## config.mk

```make
export PLATFORM = sky130hd
export DESIGN_NAME = wait_queue_remove_by_id
export DESIGN_NICKNAME = d
export VERILOG_FILES = /design/src/rtl/core/wqrm_pkg.sv /design/src/rtl/core/wqrm_cell.sv /design/src/rtl/core/wait_queue_remove_by_id.sv
export SDC_FILE = /design/constraint.sdc
export NUM_CORES = 1
export LEC_CHECK = 0
export ABC_AREA = 1
export BUFFER_PORTS_ARGS = -buffer_cell sky130_fd_sc_hd__buf_2
export CORE_MARGIN = 2
export CORE_UTILIZATION = 50
export DETAILED_ROUTE_END_ITERATION = 7
export GPL_ROUTABILITY_DRIVEN = 0
export PLACE_DENSITY = 0.67
export SLEW_MARGIN = 20
export SYNTH_ARGS = -nofsm -noshare
export SYNTH_HDL_FRONTEND = slang
export SYNTH_SLANG_ARGS = --single-unit
```

## constraint.sdc

```tcl
create_clock -name clk -period 3.1 [get_ports clk]
set_input_delay 0.62 -clock clk [delete_from_list [all_inputs] [get_ports clk]]
set_output_delay 0.62 -clock clk [all_outputs]
set_load 0.01 [all_outputs]
```

## src/rtl/core/wqrm_pkg.sv

```systemverilog
// Package with the beat types, operation and status codes, and state encoding of the wait queue.
`timescale 1ns / 1ps

package wqrm_pkg;

    localparam int PID_W = 8;
    localparam int CNT_OUT_W = 5;

    localparam logic [1:0] OP_ENQUEUE = 2'd0;
    localparam logic [1:0] OP_DEQUEUE = 2'd1;
    localparam logic [1:0] OP_REMOVE  = 2'd2;
    localparam logic [1:0] OP_PEEK    = 2'd3;

    localparam logic [1:0] ST_OK       = 2'd0;
    localparam logic [1:0] ST_EMPTY    = 2'd1;
    localparam logic [1:0] ST_NOTFOUND = 2'd2;
    localparam logic [1:0] ST_FULL     = 2'd3;

    typedef struct packed {
        logic [1:0]       op;
        logic [PID_W-1:0] pid;
    } cmd_beat_t;

    typedef struct packed {
        logic [1:0]           status;
        logic [PID_W-1:0]     out_pid;
        logic                 is_empty;
        logic [CNT_OUT_W-1:0] entry_count;
    } rsp_beat_t;

    typedef struct packed {
        logic shift;
        logic load;
    } cell_ctrl_t;

    typedef enum logic [1:0] {
        S_IDLE,
        S_SCAN,
        S_DONE
    } state_t;

endpackage

```

## src/rtl/core/wqrm_cell.sv

```systemverilog
// One queue cell: holds an identifier, takes its neighbor's on a shift or a new one on a load.
`timescale 1ns / 1ps

module wqrm_cell
    import wqrm_pkg::*;
(
    input  logic             clk,
    input  cell_ctrl_t       ctrl,
    input  logic [PID_W-1:0] nbr_data,
    input  logic [PID_W-1:0] load_data,
    output logic [PID_W-1:0] data
);

    logic [PID_W-1:0] data_reg;
    logic [PID_W-1:0] data_next;

    always_comb
    begin
        if (ctrl.load)
        begin
            data_next = load_data;
        end
        else if (ctrl.shift)
        begin
            data_next = nbr_data;
        end
        else
        begin
            data_next = data_reg;
        end
    end

    always_ff @(posedge clk)
    begin
        data_reg <= data_next;
    end

    assign data = data_reg;

endmodule

```

## src/rtl/core/wait_queue_remove_by_id.sv

```systemverilog
// Top level of the wait queue: a row of shifting cells under a small sequencer.
//
//  Channel | Signals                   | Beat type
//  --------+---------------------------+-----------
//  command | cmd_valid, cmd_stall, cmd | cmd_beat_t
//  result  | rsp_valid, rsp_stall, rsp | rsp_beat_t
//
// Enqueue, dequeue and peek finish in the cycle they are taken; the result
// is registered and shows on the next cycle.
// Remove rotates the live entries once through the cell row, one cell step
// per cycle, and then reports the result from the done state.
// Reset empties the queue; the cell contents are not cleared.
// A stalled result holds the next command until the result register frees.
`timescale 1ns / 1ps

module wait_queue_remove_by_id
    import wqrm_pkg::*;
#(
    parameter int QUEUE_DEPTH = 16
)
(
    input  logic      clk,
    input  logic      rst_n,
    input  logic      cmd_valid,
    output logic      cmd_stall,
    input  cmd_beat_t cmd,
    output logic      rsp_valid,
    input  logic      rsp_stall,
    output rsp_beat_t rsp
);

    localparam int CNT_W = $clog2(QUEUE_DEPTH + 1);
    localparam int IDX_W = $clog2(QUEUE_DEPTH);

    state_t state_reg;
    state_t state_next;

    logic [CNT_W-1:0] count_reg;
    logic [CNT_W-1:0] count_next;
    logic [CNT_W-1:0] steps_reg;
    logic [CNT_W-1:0] steps_next;
    logic             found_reg;
    logic             found_next;
    logic [PID_W-1:0] key_reg;
    logic [PID_W-1:0] key_next;
    logic [PID_W-1:0] hit_reg;
    logic [PID_W-1:0] hit_next;
    logic             rsp_valid_reg;
    logic             rsp_valid_next;
    rsp_beat_t        rsp_reg;
    rsp_beat_t        rsp_next;

    logic [PID_W-1:0] cell_data [QUEUE_DEPTH];
    cell_ctrl_t       cell_ctrl [QUEUE_DEPTH];
    logic [PID_W-1:0] load_data;
    logic [PID_W-1:0] head;
    logic             out_free;
    logic             cmd_take;
    logic             is_full;
    logic             is_zero;
    logic             drop;
    logic             shift_all;
    logic             load_tail;
    logic [IDX_W-1:0] load_idx;

    assign head     = cell_data[0];
    assign out_free = !rsp_valid_reg || !rsp_stall;
    assign cmd_take = (state_reg == S_IDLE) && out_free && cmd_valid;
    assign is_full  = (count_reg == CNT_W'(QUEUE_DEPTH));
    assign is_zero  = (count_reg == '0);
    assign drop     = !found_reg && (head == key_reg);

    genvar i;
    generate
        for (i = 0; i < QUEUE_DEPTH; i++)
        begin : g_cell
            logic [PID_W-1:0] nbr;
            if (i == QUEUE_DEPTH - 1)
            begin : g_last
                assign nbr = '0;
            end
            else
            begin : g_mid
                assign nbr = cell_data[i+1];
            end

            assign cell_ctrl[i].shift = shift_all;
            assign cell_ctrl[i].load  = load_tail && (load_idx == IDX_W'(i));

            wqrm_cell u_cell (
                .clk       (clk),
                .ctrl      (cell_ctrl[i]),
                .nbr_data  (nbr),
                .load_data (load_data),
                .data      (cell_data[i])
            );
        end
    endgenerate

    always_comb
    begin
        state_next = state_reg;
        case (state_reg)
            S_IDLE:
            begin
                if (cmd_take && (cmd.op == OP_REMOVE) && !is_zero)
                begin
                    state_next = S_SCAN;
                end
            end
            S_SCAN:
            begin
                if (steps_reg == CNT_W'(1))
                begin
                    state_next = S_DONE;
                end
            end
            S_DONE:
            begin
                if (out_free)
                begin
                    state_next = S_IDLE;
                end
            end
            default:
            begin
                state_next = S_IDLE;
            end
        endcase
    end

    always_comb
    begin
        count_next     = count_reg;
        steps_next     = steps_reg;
        found_next     = found_reg;
        key_next       = key_reg;
        hit_next       = hit_reg;
        rsp_valid_next = rsp_valid_reg && rsp_stall;
        rsp_next       = rsp_reg;
        shift_all      = 1'b0;
        load_tail      = 1'b0;
        load_idx       = IDX_W'(count_reg);
        load_data      = cmd.pid;
        case (state_reg)
            S_IDLE:
            begin
                if (cmd_take)
                begin
                    rsp_valid_next   = 1'b1;
                    rsp_next.status  = ST_OK;
                    rsp_next.out_pid = '0;
                    case (cmd.op)
                        OP_ENQUEUE:
                        begin
                            if (is_full)
                            begin
                                rsp_next.status = ST_FULL;
                            end
                            else
                            begin
                                load_tail        = 1'b1;
                                count_next       = count_reg + CNT_W'(1);
                                rsp_next.out_pid = cmd.pid;
                            end
                        end
                        OP_DEQUEUE:
                        begin
                            if (is_zero)
                            begin
                                rsp_next.status = ST_EMPTY;
                            end
                            else
                            begin
                                shift_all        = 1'b1;
                                count_next       = count_reg - CNT_W'(1);
                                rsp_next.out_pid = head;
                            end
                        end
                        OP_REMOVE:
                        begin
                            if (is_zero)
                            begin
                                rsp_next.status = ST_EMPTY;
                            end
                            else
                            begin
                                rsp_valid_next = rsp_valid_reg && rsp_stall;
                                rsp_next       = rsp_reg;
                                steps_next     = count_reg;
                                found_next     = 1'b0;
                                key_next       = cmd.pid;
                            end
                        end
                        default:
                        begin
                            if (is_zero)
                            begin
                                rsp_next.status = ST_EMPTY;
                            end
                            else
                            begin
                                rsp_next.out_pid = head;
                            end
                        end
                    endcase
                    rsp_next.is_empty    = (count_next == '0);
                    rsp_next.entry_count = CNT_OUT_W'(count_next);
                end
            end
            S_SCAN:
            begin
                shift_all  = 1'b1;
                load_data  = head;
                load_idx   = IDX_W'(count_reg - CNT_W'(1));
                steps_next = steps_reg - CNT_W'(1);
                if (drop)
                begin
                    found_next = 1'b1;
                    hit_next   = head;
                    count_next = count_reg - CNT_W'(1);
                end
                else
                begin
                    load_tail = 1'b1;
                end
            end
            S_DONE:
            begin
                if (out_free)
                begin
                    rsp_valid_next       = 1'b1;
                    rsp_next.status      = found_reg ? ST_OK : ST_NOTFOUND;
                    rsp_next.out_pid     = found_reg ? hit_reg : '0;
                    rsp_next.is_empty    = is_zero;
                    rsp_next.entry_count = CNT_OUT_W'(count_reg);
                end
            end
            default:
            begin
                rsp_valid_next = rsp_valid_reg && rsp_stall;
            end
        endcase
    end

    always_ff @(posedge clk or negedge rst_n)
    begin
        if (!rst_n)
        begin
            state_reg     <= S_IDLE;
            count_reg     <= '0;
            steps_reg     <= '0;
            found_reg     <= 1'b0;
            rsp_valid_reg <= 1'b0;
        end
        else
        begin
            state_reg     <= state_next;
            count_reg     <= count_next;
            steps_reg     <= steps_next;
            found_reg     <= found_next;
            rsp_valid_reg <= rsp_valid_next;
        end
    end

    always_ff @(posedge clk)
    begin
        key_reg <= key_next;
        hit_reg <= hit_next;
        rsp_reg <= rsp_next;
    end

    assign cmd_stall = !((state_reg == S_IDLE) && out_free);
    assign rsp_valid = rsp_valid_reg;
    assign rsp       = rsp_reg;

endmodule

```

==> impl_metrics.ini <==
[critical_path]
worst_ep_arrival_time_ns = 2.92
timing_worst_setup_path_type = register to register
critPathCaptureType = register
worstSetupStartpointType = register
r2r-end = g_cell[14].u_cell.data[2]$_DFFE_PP_
r2r_slack_ns = 0.27
worstReg2RegStart = count_reg[0]$_DFFE_PN0P_
cp.required_ns = 3.19
r2r_cells = 10
crit_path_max_fanout = 21

[global_route]
grt_pass1_vias = 5825
grt_max_degree = 50
grt_pass1_wl_um = 29800
antenna_found_initial = 0
grt_overflow = 0
grtUsageTotal_pct = 21.5

[synthesis]
synth_edf_count = 160
netlist_top_cells_count = nand2_1 (347), edfxtp_1 (160), nand3_1 (145), inv_1 (52), o21ai_0 (32)
synth_xor_area_share_pct = 0.728
synth_compound_area_share_pct = 4.16
synth_fp_nets = 920
synthAdderAreaFrac_pct = 0.582
synth_top_cell_area_share_pct = 55.9
synth_top_family_by_area = simple AND/OR/NAND/NOR gates
synthCells = 902
synth_mux_area_share_pct = 0
yosys.area.top_type = edfxtp_1
synth-simple-area-share_pct = 30.2
yosysUniqueCellTypes = 36
synth-main-ff-cell = edfxtp_1
async_reset_ff_share_pct = 8.05
ys_warn_count = 0
yosysSeqAreaShare_pct = 60.0
ys_seq_elements = 174
syn_area_per_cell_um2 = 9.53
yosysMostFrequentCell = nand2_1
synthTopCellsByArea = edfxtp_1 (56%), nand2_1 (15%), nand3_1 (8.4%)
syn-cell-area_mm2 = 0.00859

[min_path]
min_path_type = input pin to asynchronous set/reset pin

[route]
firstDrtPassIters = 6
wirelength_um = 19100
route.detailed.drc = 0
routedWlPerCell_um = 16.4
via_per_inst = 5.37
vias = 6241
detail-route-antenna-nets = 0
drt_iter0_drc = 653

[timing]
post-route-min-period_ns = 2.83
fin_crit_sh_pct = 91.2
hold_slack_ns = 0.103
grt_setup_unrepaired = no
tightest_slew_ns = 0.722
setup_viol = 0
fin_worst_skew_ns = 0.00831
fin_setup_tns_ns = 0
max_freq_mhz = 354
relSlewSlack_pct = 51.8
worst_slack_ns = 0.274
slew_viol_final = 0
hold_viol = 0

[final_layout]
nNetsFinal = 947
area_growth_pct = 10.9
final_cells = 1162
drive_above_1_share_pct = 12.7
largest_reg_flops = 128
n_antenna_cell = 0
fillers = 1491

[place]
dp_cells = 1130
dp_hpwl_um = 12900
portBuffers = 31
post-place-ws_ns = 0.306

[status]
outcome = complete, no violations

[pwr]
irDropWorstVdd_mv = 0.548
powerDensity_mw_per_mm2 = 1210
leakage_uw = 0.00416

[cts]
clk_latency_ns = 0.43
cts_max_path_buffers = 2
htreeDepth = 4
postCtsSetupBuffers = 0
clkSinkCount = 174
cts_resized = 0
cts_tree = built
clk_pin_slew_ns = 0.06
cts_buffers = 17
root_buffer = clkbuf_16
holdBufCountCts = 0

[floorplan]
start_util_pct = 51.5
rows = 47
die_h_um = 135
core_area_mm2 = 0.0167
io_pins = 32
die_x_um = 135
die_area_mm2 = 0.0183

[job]
max_cap_viol_count = 0
[per-stage QoR]
step | total power, µW | instance area [µm²] | util [%]
floorplan | 8100 | 8590 | -
global placement | 9360 | 8960 | 53.6
detailed placement | 9410 | 8960 | 53.6
CTS | 11500 | 9530 | 57.1
global route | 12300 | 9530 | 57.1
finish | 11500 | 9530 | 57.1
[worst max-delay path: stages (launching register included)]
cell and delay (ns):
dfrtp_1 0.49, inv_2 0.12, ha_1 0.35, nand3_1 0.18, nand2_2 0.15, inv_2 0.11
nand2_1 0.08, nand2_4 0.24, buf_4 0.29, nand2_2 0.16, nand2_1 0.30
[cell families (layout without fill, tap and decap cells)]
logic type               Yosys count  in the layout
AND/OR/NAND/NOR                  570            570
flip-flops                       174            174
buffers and inverters             90            130
AO/OA/AOI/OAI                     59             59
XOR/XNOR                           5              5
adder cells (fa/ha/maj)            4              4
[cell type report]
cell class | count | area [µm²] | area share, %
Timing Repair Buffer | 38 | 233 | 2.44
Multi-Input combinational cell | 638 | 3070 | 32.2
Clock buffer | 19 | 433 | 4.54
Clock inverter | 13 | 141 | 1.48
Sequential cell | 174 | 5150 | 54.1
Inverter | 60 | 225 | 2.36
Tap cell | 220 | 275 | 2.89
[cell usage in the layout (no fill, tap or decap), types with 17 or more instances in the layout]
cell type  Yosys  final
buf_2          8     31
clkbuf_16      0     17
edfxtp_1     160    160
inv_1         52     52
nand2_1      347    347
nand2_2       19     18
nand3_1      145    145
nor2_1        23     23
nor2_4        17     17
o21ai_0       32     32
[routing by layer]
metal  global-route usage (%)  wire length [µm]  part of all wire [%]  vias to the layer above
met5                        0                 0                     0                        -
li1                         -                 -                     -                     3110
met2                     35.4              9060                    47                      184
met1                     29.2              8780                    46                     2932
met4                     5.73               184                  0.96                        0
met3                     4.88              1090                   5.7                       15
[report_power, final]
group,internal [µW],switching (µW)
logic,1220,3430
registers,4320,470
clock network,1190,894
[how the worst max path moves through the flow]
stage                        startpoint                             endpoint  slack [ns]
3_3_place_gp   count_reg[0]$_DFFE_PN0P_   g_cell[4].u_cell.data[5]$_DFFE_PP_        0.38
4_1_cts        count_reg[0]$_DFFE_PN0P_   g_cell[4].u_cell.data[6]$_DFFE_PP_        0.29
3_5_place_dp   count_reg[0]$_DFFE_PN0P_   g_cell[4].u_cell.data[1]$_DFFE_PP_        0.31
2_1_floorplan  count_reg[0]$_DFFE_PN0P_   g_cell[4].u_cell.data[0]$_DFFE_PP_        0.74
6_report       count_reg[0]$_DFFE_PN0P_  g_cell[14].u_cell.data[2]$_DFFE_PP_        0.27
5_1_grt        count_reg[0]$_DFFE_PN0P_  g_cell[13].u_cell.data[2]$_DFFE_PP_        0.05
Note: power is estimated with default switching activity, not from simulation.
